===== src/rtl/dtg_pkg.sv =====
// Shared types and constants for the deinterlace timestamp generator.
// No dependencies; imported by every module of the block.
package dtg_pkg;

  localparam int DATE_W     = 64;
  localparam int FIELD_W    = 2;
  localparam int FIDX_W     = 2;
  localparam int RATE_W     = 32;
  localparam int CFG_IDX_W  = 3;
  localparam int CFG_DATA_W = 32;
  localparam int S_TDATA_W  = 72;
  localparam int M_TDATA_W  = 72;

  // register indexes of the config port
  localparam logic [CFG_IDX_W-1:0] REG_DOUBLE_RATE   = 3'd0;
  localparam logic [CFG_IDX_W-1:0] REG_CUSTOM_STAMPS = 3'd1;
  localparam logic [CFG_IDX_W-1:0] REG_FRAME_DELAY   = 3'd2;
  localparam logic [CFG_IDX_W-1:0] REG_RATE_NUM      = 3'd3;
  localparam logic [CFG_IDX_W-1:0] REG_RATE_DEN      = 3'd4;

  typedef struct packed {
    logic load;   // take the input request
    logic flush;  // with load: clear history instead of shifting
    logic prep;   // select base entry, scan history, form product
    logic setup;  // set up the duration divide and the frame counter
    logic next;   // advance to the next output frame
  } dtg_cmd_t;

  typedef struct packed {
    logic need_div;
    logic div_done;
    logic last;
  } dtg_status_t;

endpackage


===== src/rtl/dtg_divider.sv =====
// Bit-serial restoring divider, one quotient bit per cycle.
// Depends on dtg_pkg for the dividend and divisor widths.
module dtg_divider import dtg_pkg::*; (
  input  logic              clk_i,
  input  logic              rst_ni,
  input  logic              start_i,
  input  logic [DATE_W-1:0] dividend_i,
  input  logic [RATE_W-1:0] divisor_i,
  output logic              done_o,
  output logic [DATE_W-1:0] quotient_o
);

  localparam int CNT_W = $clog2(DATE_W);

  logic              busy_q;
  logic              done_q;
  logic [CNT_W-1:0]  cnt_q;
  logic [RATE_W-1:0] rem_q;
  logic [DATE_W-1:0] quo_q;
  logic [RATE_W-1:0] dvs_q;
  logic [RATE_W+1:0] trial;
  logic              ge;

  assign trial = {1'b0, rem_q, quo_q[DATE_W-1]} - {2'b00, dvs_q};
  assign ge    = ~trial[RATE_W+1];

  always_ff @(posedge clk_i or negedge rst_ni) begin
    if (!rst_ni) begin
      busy_q <= 1'b0;
      done_q <= 1'b0;
      cnt_q  <= '0;
    end else begin
      done_q <= 1'b0;
      if (start_i) begin
        busy_q <= 1'b1;
        cnt_q  <= '0;
      end else if (busy_q) begin
        cnt_q <= cnt_q + 1'b1;
        if (cnt_q == CNT_W'(DATE_W - 1)) begin
          busy_q <= 1'b0;
          done_q <= 1'b1;
        end
      end
    end
  end

  // dividend shifts out of the top while quotient bits enter at the bottom
  always_ff @(posedge clk_i) begin
    if (start_i) begin
      rem_q <= '0;
      quo_q <= dividend_i;
      dvs_q <= divisor_i;
    end else if (busy_q) begin
      rem_q <= ge ? trial[RATE_W-1:0] : {rem_q[RATE_W-2:0], quo_q[DATE_W-1]};
      quo_q <= {quo_q[DATE_W-2:0], ge};
    end
  end

  assign done_o     = done_q;
  assign quotient_o = quo_q;

endmodule


===== src/rtl/dtg_datapath.sv =====
// Datapath: config registers, metadata history, duration maths and output frame state.
// Depends on dtg_pkg and dtg_divider.
module dtg_datapath import dtg_pkg::*; #(
  parameter int META_DEPTH       = 3,
  parameter int HOLD_DEPTH       = 3,
  parameter int MAX_OUT_FRAMES   = 3,
  parameter int TICKS_PER_SECOND = 1000000
) (
  input  logic                  clk_i,
  input  logic                  rst_ni,
  input  logic                  cfg_valid_i,
  input  logic [CFG_IDX_W-1:0]  cfg_index_i,
  input  logic [CFG_DATA_W-1:0] cfg_data_i,
  input  logic [DATE_W-1:0]     in_date_i,
  input  logic [FIELD_W-1:0]    in_fields_i,
  input  logic                  in_tff_i,
  input  dtg_cmd_t              cmd_i,
  output dtg_status_t           status_o,
  output logic [FIDX_W-1:0]     frame_index_o,
  output logic [DATE_W-1:0]     out_date_o,
  output logic                  bottom_field_o,
  output logic                  last_frame_o
);

  localparam int HIDX_W = $clog2(META_DEPTH);
  localparam int HELD_W = $clog2(HOLD_DEPTH + 1);
  localparam int TPS_W  = $clog2(TICKS_PER_SECOND + 1);
  localparam int SUM_W  = $clog2(META_DEPTH * 3 + 1);
  localparam int PROD_W = RATE_W + TPS_W;
  localparam logic [TPS_W-1:0]  TPS      = TPS_W'(TICKS_PER_SECOND);
  localparam logic [FIDX_W-1:0] MAX_FRMS = FIDX_W'(MAX_OUT_FRAMES);

  // config
  logic              dbl_q, cust_q;
  logic [1:0]        fdel_q;
  logic [RATE_W-1:0] rnum_q, rden_q;

  // history
  logic [DATE_W-1:0]  hist_date_q   [META_DEPTH];
  logic [FIELD_W-1:0] hist_fields_q [META_DEPTH];
  logic               hist_tff_q    [META_DEPTH];
  logic [HELD_W-1:0]  held_q, held_nxt;
  logic               cact_q;

  // captured request
  logic [DATE_W-1:0]  in_date_q;
  logic [FIELD_W-1:0] in_fields_q;
  logic               in_tff_q;
  logic               cur_cust_q;

  // prep results
  logic [DATE_W-1:0] base_q, diff_q, prod_q;
  logic              use_tff_q, found_q, need_div_q;
  logic [FIDX_W-1:0] last_idx_q;
  logic [SUM_W-1:0]  total_q;

  // frame state
  logic [DATE_W-1:0] dur_q, acc_q;
  logic [FIDX_W-1:0] frame_q;
  logic              zero_q, neg_q;

  logic [HIDX_W-1:0]  sel;
  logic               found;
  logic [DATE_W-1:0]  first_date;
  logic [SUM_W-1:0]   total;
  logic [FIELD_W-1:0] use_fields;
  logic [FIDX_W-1:0]  cnt;
  logic [PROD_W-1:0]  mult;
  logic [DATE_W-1:0]  mag, dividend, quotient;
  logic [RATE_W-1:0]  divisor;
  logic               skip, div_start, div_done;

  assign held_nxt = (held_q < HELD_W'(HOLD_DEPTH)) ? held_q + 1'b1 : held_q;

  always_ff @(posedge clk_i or negedge rst_ni) begin
    if (!rst_ni) begin
      dbl_q  <= 1'b0;
      cust_q <= 1'b0;
      fdel_q <= '0;
      rnum_q <= '0;
      rden_q <= RATE_W'(1);
      for (int i = 0; i < META_DEPTH; i++) begin
        hist_date_q[i]   <= '0;
        hist_fields_q[i] <= FIELD_W'(2);
        hist_tff_q[i]    <= 1'b1;
      end
      held_q <= '0;
      cact_q <= 1'b0;
    end else begin
      if (cfg_valid_i) begin
        case (cfg_index_i)
          REG_DOUBLE_RATE:   dbl_q  <= cfg_data_i[0];
          REG_CUSTOM_STAMPS: cust_q <= cfg_data_i[0];
          REG_FRAME_DELAY:   fdel_q <= cfg_data_i[1:0];
          REG_RATE_NUM:      rnum_q <= cfg_data_i[RATE_W-1:0];
          REG_RATE_DEN:      rden_q <= cfg_data_i[RATE_W-1:0];
          default: ;
        endcase
      end
      if (cmd_i.load) begin
        if (cmd_i.flush) begin
          for (int i = 0; i < META_DEPTH; i++) begin
            hist_date_q[i]   <= '0;
            hist_fields_q[i] <= FIELD_W'(2);
            hist_tff_q[i]    <= 1'b1;
          end
          held_q <= '0;
          cact_q <= 1'b0;
        end else begin
          for (int i = 0; i < META_DEPTH - 1; i++) begin
            hist_date_q[i]   <= hist_date_q[i+1];
            hist_fields_q[i] <= hist_fields_q[i+1];
            hist_tff_q[i]    <= hist_tff_q[i+1];
          end
          hist_date_q[META_DEPTH-1]   <= in_date_i;
          hist_fields_q[META_DEPTH-1] <= in_fields_i;
          hist_tff_q[META_DEPTH-1]    <= in_tff_i;
          held_q <= held_nxt;
          if (cust_q && held_nxt >= HELD_W'(HOLD_DEPTH - 1)) cact_q <= 1'b1;
        end
      end
    end
  end

  // delay saturates at the oldest entry
  always_comb begin
    if (int'(fdel_q) >= META_DEPTH - 1) sel = '0;
    else sel = HIDX_W'(META_DEPTH - 1 - int'(fdel_q));
  end

  // oldest valid date among all but the newest entry, and fields summed from there on
  always_comb begin
    found      = 1'b0;
    first_date = '0;
    total      = '0;
    for (int j = 0; j < META_DEPTH - 1; j++) begin
      if (!found && hist_date_q[j] != '0) begin
        found      = 1'b1;
        first_date = hist_date_q[j];
      end
      if (found) total = total + SUM_W'(hist_fields_q[j]);
    end
  end

  assign use_fields = cur_cust_q ? in_fields_q : hist_fields_q[sel];

  always_comb begin
    if (!dbl_q) cnt = FIDX_W'(1);
    else if (use_fields > MAX_FRMS) cnt = MAX_FRMS;
    else if (use_fields == '0) cnt = FIDX_W'(1);
    else cnt = use_fields;
  end

  assign mult = rden_q * TPS;

  always_ff @(posedge clk_i) begin
    if (cmd_i.load) begin
      in_date_q   <= in_date_i;
      in_fields_q <= in_fields_i;
      in_tff_q    <= in_tff_i;
      cur_cust_q  <= cact_q;
    end
    if (cmd_i.prep) begin
      base_q     <= cur_cust_q ? in_date_q : hist_date_q[sel];
      use_tff_q  <= cur_cust_q ? in_tff_q : hist_tff_q[sel];
      last_idx_q <= cnt - 1'b1;
      found_q    <= found;
      total_q    <= total;
      diff_q     <= in_date_q - first_date;
      prod_q     <= {{(DATE_W - PROD_W){1'b0}}, mult};
      need_div_q <= dbl_q & ~cur_cust_q;
    end
    if (cmd_i.setup) begin
      dur_q   <= '0;
      acc_q   <= base_q;
      frame_q <= '0;
      zero_q  <= (base_q == '0);
      neg_q   <= found_q & diff_q[DATE_W-1];
    end
    if (div_done) dur_q <= neg_q ? (~quotient + 1'b1) : quotient;
    if (cmd_i.next) begin
      acc_q   <= acc_q + dur_q;
      frame_q <= frame_q + 1'b1;
    end
  end

  // divide magnitude by field sum, or fall back to the frame rate
  assign mag      = diff_q[DATE_W-1] ? (~diff_q + 1'b1) : diff_q;
  assign dividend = found_q ? mag : prod_q;
  assign divisor  = found_q ? RATE_W'(total_q) : rnum_q;
  assign skip     = found_q ? (total_q == '0) : (rnum_q == '0);

  assign div_start = cmd_i.setup & status_o.need_div;

  dtg_divider u_div (
    .clk_i      (clk_i),
    .rst_ni     (rst_ni),
    .start_i    (div_start),
    .dividend_i (dividend),
    .divisor_i  (divisor),
    .done_o     (div_done),
    .quotient_o (quotient)
  );

  assign status_o.need_div = need_div_q & ~skip;
  assign status_o.div_done = div_done;
  assign status_o.last     = (frame_q == last_idx_q);

  assign frame_index_o  = frame_q;
  assign out_date_o     = zero_q ? '0 : acc_q;
  assign bottom_field_o = dbl_q & (frame_q[0] ? use_tff_q : ~use_tff_q);
  assign last_frame_o   = (frame_q == last_idx_q);

endmodule


===== src/rtl/dtg_ctrl.sv =====
// Controller: sequences load, prep, divide and frame output for each request.
// Depends on dtg_pkg for the command and status structs.
module dtg_ctrl import dtg_pkg::*; (
  input  logic        clk_i,
  input  logic        rst_ni,
  input  logic        s_valid_i,
  input  logic        s_action_i,
  input  logic        m_ready_i,
  input  dtg_status_t status_i,
  output dtg_cmd_t    cmd_o,
  output logic        s_ready_o,
  output logic        m_valid_o
);

  typedef enum logic [4:0] {
    ST_IDLE  = 5'b00001,
    ST_PREP  = 5'b00010,
    ST_SETUP = 5'b00100,
    ST_DIV   = 5'b01000,
    ST_OUT   = 5'b10000
  } state_e;

  state_e state_q, state_d;

  always_comb begin
    state_d   = state_q;
    cmd_o     = '0;
    s_ready_o = 1'b0;
    m_valid_o = 1'b0;
    case (state_q)
      ST_IDLE: begin
        s_ready_o = 1'b1;
        if (s_valid_i) begin
          cmd_o.load  = 1'b1;
          cmd_o.flush = s_action_i;
          if (!s_action_i) state_d = ST_PREP;
        end
      end
      ST_PREP: begin
        cmd_o.prep = 1'b1;
        state_d    = ST_SETUP;
      end
      ST_SETUP: begin
        cmd_o.setup = 1'b1;
        state_d     = status_i.need_div ? ST_DIV : ST_OUT;
      end
      ST_DIV: begin
        if (status_i.div_done) state_d = ST_OUT;
      end
      ST_OUT: begin
        m_valid_o = 1'b1;
        if (m_ready_i) begin
          if (status_i.last) state_d = ST_IDLE;
          else cmd_o.next = 1'b1;
        end
      end
      default: state_d = ST_IDLE;
    endcase
  end

  always_ff @(posedge clk_i or negedge rst_ni) begin
    if (!rst_ni) state_q <= ST_IDLE;
    else state_q <= state_d;
  end

endmodule


===== src/rtl/deinterlace_timestamp_generator_unit.sv =====
// Top level of the deinterlace timestamp generator.
// Depends on dtg_pkg, dtg_ctrl and dtg_datapath.
//
// Usage:
//  - Input stream: one request per picture. tuser is the action (0 picture,
//    1 flush). A flush clears the metadata history and gives no output.
//  - Output stream: one frame per picture, or one per field (up to
//    MAX_OUT_FRAMES) in double rate mode; tlast marks the last frame of a run.
//  - Config port: write-only, always ready; write only while the block is idle.
//  - Sequence: a picture passes the prep and setup states before its first frame is
//    offered, and the divide state too when a field duration is needed (double rate,
//    not in custom mode, non-zero divisor): the bit-serial 64-bit divider takes one
//    quotient bit per cycle.
//  - Throughput: one request at a time; tready rises again the cycle after
//    the last frame of a run is taken. A flush is taken in the idle state.
//  - Stall: frames wait in the output register while tready is low, with
//    tdata and tlast held.
//  - Reset: history dates invalid, field counts two, top field first, config
//    back to defaults (rate base 1); no frame pending.
module deinterlace_timestamp_generator_unit import dtg_pkg::*; #(
  parameter int META_DEPTH       = 3,
  parameter int HOLD_DEPTH       = 3,
  parameter int MAX_OUT_FRAMES   = 3,
  parameter int TICKS_PER_SECOND = 1000000
) (
  input  logic                  clk_i,
  input  logic                  rst_ni,
  input  logic                  s_axis_tvalid,
  output logic                  s_axis_tready,
  input  logic [S_TDATA_W-1:0]  s_axis_tdata,  // pic_date[63:0], field_count[65:64],
                                               // top_first[66], zero pad
  input  logic [0:0]            s_axis_tuser,  // action[0]
  output logic                  m_axis_tvalid,
  input  logic                  m_axis_tready,
  output logic [M_TDATA_W-1:0]  m_axis_tdata,  // frame_index[1:0], out_date[65:2],
                                               // bottom_field[66], zero pad
  output logic                  m_axis_tlast,  // last_frame
  input  logic                  cfg_valid_i,
  output logic                  cfg_ready_o,
  input  logic [CFG_IDX_W-1:0]  cfg_index_i,
  input  logic [CFG_DATA_W-1:0] cfg_data_i
);

  localparam int PAD_W = M_TDATA_W - FIDX_W - DATE_W - 1;

  dtg_cmd_t          cmd;
  dtg_status_t       status;
  logic [FIDX_W-1:0] frame_index;
  logic [DATE_W-1:0] out_date;
  logic              bottom_field;

  assign cfg_ready_o = 1'b1;

  dtg_ctrl u_ctrl (
    .clk_i      (clk_i),
    .rst_ni     (rst_ni),
    .s_valid_i  (s_axis_tvalid),
    .s_action_i (s_axis_tuser[0]),
    .m_ready_i  (m_axis_tready),
    .status_i   (status),
    .cmd_o      (cmd),
    .s_ready_o  (s_axis_tready),
    .m_valid_o  (m_axis_tvalid)
  );

  dtg_datapath #(
    .META_DEPTH       (META_DEPTH),
    .HOLD_DEPTH       (HOLD_DEPTH),
    .MAX_OUT_FRAMES   (MAX_OUT_FRAMES),
    .TICKS_PER_SECOND (TICKS_PER_SECOND)
  ) u_dp (
    .clk_i          (clk_i),
    .rst_ni         (rst_ni),
    .cfg_valid_i    (cfg_valid_i),
    .cfg_index_i    (cfg_index_i),
    .cfg_data_i     (cfg_data_i),
    .in_date_i      (s_axis_tdata[DATE_W-1:0]),
    .in_fields_i    (s_axis_tdata[DATE_W+FIELD_W-1:DATE_W]),
    .in_tff_i       (s_axis_tdata[DATE_W+FIELD_W]),
    .cmd_i          (cmd),
    .status_o       (status),
    .frame_index_o  (frame_index),
    .out_date_o     (out_date),
    .bottom_field_o (bottom_field),
    .last_frame_o   (m_axis_tlast)
  );

  assign m_axis_tdata = {{PAD_W{1'b0}}, bottom_field, out_date, frame_index};

endmodule


===== config.mk =====
export PLATFORM = sky130hd
export DESIGN_NAME = deinterlace_timestamp_generator_unit
export DESIGN_NICKNAME = d
export VERILOG_FILES = /design/src/rtl/dtg_pkg.sv /design/src/rtl/dtg_divider.sv /design/src/rtl/dtg_datapath.sv /design/src/rtl/dtg_ctrl.sv /design/src/rtl/deinterlace_timestamp_generator_unit.sv
export SDC_FILE = /design/constraint.sdc
export NUM_CORES = 2
export LEC_CHECK = 0
export BUFFER_PORTS_ARGS = -buffer_cell sky130_fd_sc_hd__buf_2
export CAP_MARGIN = 20
export CORE_ASPECT_RATIO = 2
export CORE_MARGIN = 4
export CORE_UTILIZATION = 40
export DETAILED_ROUTE_END_ITERATION = 10
export PLACE_DENSITY = 0.68
export SLEW_MARGIN = 20
export SYNTH_ARGS = -nofsm -noshare
export SYNTH_HDL_FRONTEND = slang
export SYNTH_HIERARCHICAL = 1
export SYNTH_SLANG_ARGS = --single-unit

===== constraint.sdc =====
create_clock -name clk_i -period 19.2 [get_ports clk_i]
set_input_delay 0.96 -clock clk_i [delete_from_list [all_inputs] [get_ports clk_i]]
set_output_delay 0.96 -clock clk_i [all_outputs]
set_load 0.005 [all_outputs]

### Word-level counts from Yosys, hierarchy flattened

Index checks and enable logic that the tools add are counted.

| cells by class | value |
|---|---|
| multipliers | 1 |
| bitwise logic cells | 12 |
| add/sub/neg operators | 11 |
| eq/ne operators | 16 |
| divide/modulo/power cells | 0 |
| reductions and logical operators | 21 |
| shift-type cells | 0 |
| order comparisons | 5 |
| mux-type cells | 69 |

Operators by type and width:

| kind | number |
|---|---|
| 64-bit two-way mux | 15 |
| 192-bit two-way mux | 1 |
| 64-bit by 1-bit adder with 64-bit output, second input constant | 2 |
| 64-bit binary-select mux with 2-bit select | 1 |
| 64-bit NOT | 2 |
| 64-bit nonzero test | 2 |
| 64-bit adder | 1 |
| 64-bit zero test | 1 |
| 64-bit subtractor | 1 |
| 32-bit by 14-bit multiplier with 46-bit output, second input constant | 1 |
| 33-bit by 32-bit subtractor with 34-bit output | 1 |
| 32-bit zero test | 1 |
| 32-bit two-way mux | 1 |
| 5-bit two-way mux | 6 |
| 2-bit two-way mux | 14 |
| 5-bit case mux with 5 select lines | 1 |
| 1-bit two-way mux | 22 |
| 6-bit two-way mux | 3 |
| 2-bit AND reduction | 6 |
| 4-bit two-way mux | 2 |
| 2-bit != test, second input constant | 4 |
| 2-bit nonzero test | 4 |
| 6-bit by 1-bit adder with 6-bit output, second input constant | 1 |
| 3-bit by 2-bit equality test with 1-bit output, second input constant | 2 |
| 30 further kinds | 40 |

| storage, ports and cells | value |
|---|---|
| ROM bits | 0 |
| logic and storage cells | 176 |
| bits in latches | 0 |
| memory bits (writable) | 0 |
| flip-flop bits (word level) | 796 |
| memories kept | 0 |
| output and inout bits | 76 |

### Longest topological paths before layout

| logic depth | value |
|---|---|
| depth after elaboration | 12 |
| mapped depth | 21 |

### Modules after synthesis

The synthesis kept the hierarchy.

By module, submodules not included:

| module | area an instance (µm²) | cells each | instances | sequential area each (µm²) |
|---|---|---|---|---|
| dtg_datapath | 45013.2 | 4590 | 1 | 18286.3 |
| dtg_divider | 7231.9 | 622 | 1 | 3723.6 |
| dtg_ctrl | 349.1 | 34 | 1 | 126.4 |
| deinterlace_timestamp_generator_unit | 60.1 | 9 | 1 | 0.0 |

### Worst setup path after synthesis

No wires, ideal clock.

| path | value |
|---|---|
| path type | reg-to-reg |
| start point | register u_dp.rden_q[8] |
| end point | register u_dp.prod_q[51], data pin |
| setup time | 0.135 ns |
| setup slack | 13.153 ns |
| period minus slack after synthesis | 6.047 ns |
| arrival | 5.912 ns |
| path buffers | 0 |
| cell stages (with the launch flop) | 22 |
| data required time | 19.065 ns |
| cell sequence | dfrtp_1 -> inv_1 -> fa_1 -> inv_1 -> fa_1 -> fa_1 -> fa_1 -> ha_1 -> inv_1 -> fa_1 -> inv_1 -> ha_1 -> a21o_1 -> a31o_2 -> a221oi_1 -> o21ai_0 -> nor4_1 -> nor2_1 -> a221o_1 -> a41o_1 -> a2111o_1 -> nand3_1 |

| between the ends | value |
|---|---|
| longest elaborated chain between the ends | 1 |

Ends and longest elaborated chain:

| item | line | RTL |
|---|---|---|
| from (decl) | dtg_datapath.sv:36 | `logic [RATE_W-1:0] rnum_q, rden_q;` |
| from (signal assigned) | dtg_datapath.sv:96 | `REG_RATE_DEN: rden_q <= cfg_data_i[RATE_W-1:0];` |
| 32-bit by 14-bit multiplier with 46-bit output | dtg_datapath.sv:154 | `assign mult = rden_q * TPS;` |
| named net u_dp.mult[51] | dtg_datapath.sv:68 | `logic [PROD_W-1:0] mult;` |
| to (signal assigned) | dtg_datapath.sv:170 | `prod_q <= {{(DATE_W - PROD_W){1'b0}}, mult};` |
| to (decl) | dtg_datapath.sv:52 | `logic [DATE_W-1:0] base_q, diff_q, prod_q;` |

The timed path passes the listed nets, and every way through them passes these cells.
A chain may end at the register's enable or synchronous reset.

### Final worst setup path

| path | value |
|---|---|
| start point | register u_dp/hist_date_q[186] in the netlist's numbering |
| end point | register u_dp.diff_q[58], data pin |

| between the ends | value |
|---|---|
| longest elaborated chain between the ends | 6 |
| elaborated cells on any way between the ends | 7 |

Ends and longest elaborated chain:

| item | line | RTL |
|---|---|---|
| from (decl) | dtg_datapath.sv:39 | `logic [DATE_W-1:0] hist_date_q [META_DEPTH];` |
| from (signal, indexed assignment) | dtg_datapath.sv:111 | `hist_date_q[i] <= hist_date_q[i+1];` |
| from (signal, indexed assignment) | dtg_datapath.sv:115 | `hist_date_q[META_DEPTH-1] <= in_date_i;` |
| 64-bit nonzero test | dtg_datapath.sv:137 | `if (!found && hist_date_q[j] != '0) begin` |
| 1-bit two-way mux | dtg_datapath.sv:137 |  |
| 1-bit zero test | dtg_datapath.sv:137 |  |
| 1-bit logical AND | dtg_datapath.sv:137 |  |
| 64-bit two-way mux * | dtg_datapath.sv:137 |  |
| 64-bit subtractor * | dtg_datapath.sv:169 | `diff_q <= in_date_q - first_date;` |
| to (signal assigned) | dtg_datapath.sv:169 |  |
| to (decl) | dtg_datapath.sv:52 |  |

Mark *: on every way between the ends. The rest lies on a longest branch, timed or not.

==> flow_metrics.tcl <==
set metrics [dict create \
    grt_pass1_vias 40041 \
    cts_max_path_buffers 3 \
    period_share_pct 38.7 \
    row_count 188 \
    cts-resized-gates 0 \
    grt.total_usage_pct 22.2 \
    coreArea_um2 131000 \
    worst_setup_path_start_kind "register" \
    synth_most_common_cell "inv_1" \
    die-height_um 521 \
    cts_tree "built" \
    multiInputGateArea_um2 27700 \
    firstDrtPassIters 6 \
    tightestPinTransition_ns 1.15 \
    ys_types 103 \
    syn2layout_area_growth_pct 9.23 \
    cts.sinks 795 \
    timing.fmax_mhz 135 \
    synth_top_cell_by_area "edfxtp_1" \
    die_w_um 265 \
    async_flop_share_pct 35.8 \
    synth-seq-area-share_pct 42.0 \
    yosys-top-cells-count "488 x inv_1, 478 x edfxtp_1, 453 x o21ai_0" \
    rr_startpoint "u_dp/hist_date_q[186]" \
    nets 5857 \
    start_util_pct 40.2 \
    crit_type "register to register" \
    place_congestion 0.992 \
    crit_fanout 64 \
    rsz0062_at_grt "false" \
    drc_errors 0 \
    postRouteAntennaNets 0 \
    initialDrtViolationCount 2823 \
    skew_ns 0.0376 \
    via_per_inst 5.60 \
    grt_max_degree 127 \
    postCtsSetupBuffers 0 \
    cts.clk_slew.worst_paths_ns 0.08 \
    min_period_ns 7.43 \
    numPortBuffers 177 \
    cts_root_buf "clkbuf_16" \
    avgSynthCellArea_um2 10.0 \
    finalSetupViolCount 0 \
    cts_hold_buf 0 \
    r2r_slack_ns 11.77 \
    cp.arrival_ns 7.84 \
    r2r_cells 17 \
    worstSkewPairLatency_ns 0.68 \
    cap_viol_max_count 0 \
    status "complete, no violations" \
    hold_violations 0 \
    hpwl_um 123000 \
    maxSlewHeadroom_pct 22.5 \
    final_cells 7071 \
    syn-cell-area_um2 52700 \
    holdWs_ns 0.266 \
    synth-main-ff-cell "edfxtp_1" \
    synth_top_area_share_pct 27.3 \
    synth-edff-count 478 \
    synth_seq_cells 795 \
    synthTopCellsByArea "edfxtp_1 27%, dfrtp_1 13%, ha_1 7.5%, fa_1 5.3%, o21ai_0 4.3%" \
    dp_cells 6925 \
    drive_gt1_share_pct 11.0 \
    slew_viol_final 0 \
    die_area_um2 138000 \
    cts-buffers-inserted 72 \
    io_pins 189 \
    cts_max_level 3 \
    tns_ns 0 \
    r2r-end "u_dp/diff_q[58]" \
    grt_pass1_wl_um 238000 \
    regArea_um2 22100 \
    hp-class "input pin to async pin" \
    overflow 0 \
    synth-warning-count 6 \
    routed_wl_um 156000 \
    grt_antenna_before_repair 19 \
    synthCells 5255 \
    post_drt_wl_per_cell_um 22.1 \
    worstPathRequired_ns 19.61 \
    nFillCells 12305 \
    cp-end-kind "register" \
    num_vias 39582 \
]
==> cell usage in the layout (no fill, tap or decap), types with 27 or more instances in the layout <==
cell type and instances:
nor2b_1 133, nand2_1 288, or3_1 29, nor4_1 70, buf_4 38, dfrtp_1 274, o21a_1 29, mux2_2 183
clkbuf_16 74, mux2i_1 90, nand4_1 70, and2_1 66, nand2b_1 27, xor2_1 120, o21bai_1 41, nor2_1 301
dfxtp_1 32, a211oi_1 52, buf_2 176, ha_1 315, o21ai_0 453, edfxtp_1 478, fa_1 139, a21o_1 98
nand3_1 45, nor3_1 58, xnor2_1 193, a21oi_1 388, inv_1 488, nand3b_1 199, o31ai_1 48
==> layer usage <==
| metal | GRT usage, % | share of wire, % |
|---|---|---|
| met5 | 0 | 0.074 |
| met4 | 13.0 | 6.8 |
| met3 | 2.74 | 4.2 |
| met1 | 24.2 | 36 |
| met2 | 41.2 | 52 |
==> worst max-delay path by stage <==
stage,endpoint,startpoint,cells after the start,slack [ns]
floorplan,u_dp/prod_q[51],u_dp/rden_q[8],21,13.15
global placement,u_dp/diff_q[58],u_dp/hist_date_q[157],17,11.80
detailed placement,u_dp/diff_q[58],u_dp/hist_date_q[157],19,11.77
CTS,u_dp/diff_q[58],u_dp/hist_date_q[157],17,11.73
global route,u_dp/diff_q[62],u_dp/hist_date_q[157],19,11.58
finish,u_dp/diff_q[58],u_dp/hist_date_q[186],17,11.77
==> cell type report <==
| type | count | share of cell area [%] |
|---|---|---|
| Multi-Input combinational cell | 3716 | 48.2 |
| Sequential cell | 795 | 38.5 |
| Tap cell | 1710 | 3.72 |
| Clock buffer | 88 | 3.35 |
| Inverter | 489 | 3.19 |
| Timing Repair Buffer | 216 | 2.10 |
| Clock inverter | 45 | 0.920 |
| Antenna cell | 12 | 0.0522 |
==> kinds of logic (layout without fill, tap and decap cells) <==
logic type / count (synthesis) / after routing / share of synthesized area [%]
simple gates: 1391 / 1391 / 14.3
compound gates: 1278 / 1278 / 14.6
flops: 795 / 795 / 42.0
buf+inv: 748 / 838 / 5.49
fa+ha+maj: 454 / 454 / 12.8
xor+xnor: 313 / 313 / 5.21
mux: 274 / 274 / 5.65
other cells: 2 / 18 / 0.0143
==> metrics by stage <==
stage | setup slack [ns] | utilization [%] | instance area, um2
after global routing | 11.58 | 43.9 | 57500
after CTS | 11.73 | 43.9 | 57500
final | 11.77 | 43.9 | 57500
after floorplan | 13.15 | - | 52700
after detailed placement | 11.77 | 42.0 | 55000
after global placement | 11.80 | 42.0 | 55000
==> worst max-delay path, cell delays in order, from the launching register on <==
cell and delay (ns):
dfrtp_1 0.52, nor4_1 0.90, nand4_1 0.34, nor4_2 0.76
nor2b_4 0.28, buf_4 0.61, a21oi_1 0.18, ha_1 0.36
nor2b_1 0.17, o31a_1 0.29, o311ai_1 0.55, a311oi_1 0.36
nor4_1 0.53, o31ai_1 0.22, a21oi_1 0.51, o31ai_1 0.21
a31oi_1 0.23, xnor2_1 0.09
==> flip-flops by register name (all words and copies together), names as in the netlist, 46 cells and up <==
signal	cells
u_dp/hist_date_q	192
u_dp/acc_q	64
u_dp/base_q	64
u_dp/diff_q	64
u_dp/dur_q	64
u_dp/in_date_q	64
u_dp/u_div/quotient_o	64
u_dp/prod_q	46
Power is left out: the tool's default activity adds up to more than one toggle a clock period on the data nets, which glitch-free logic cannot reach.
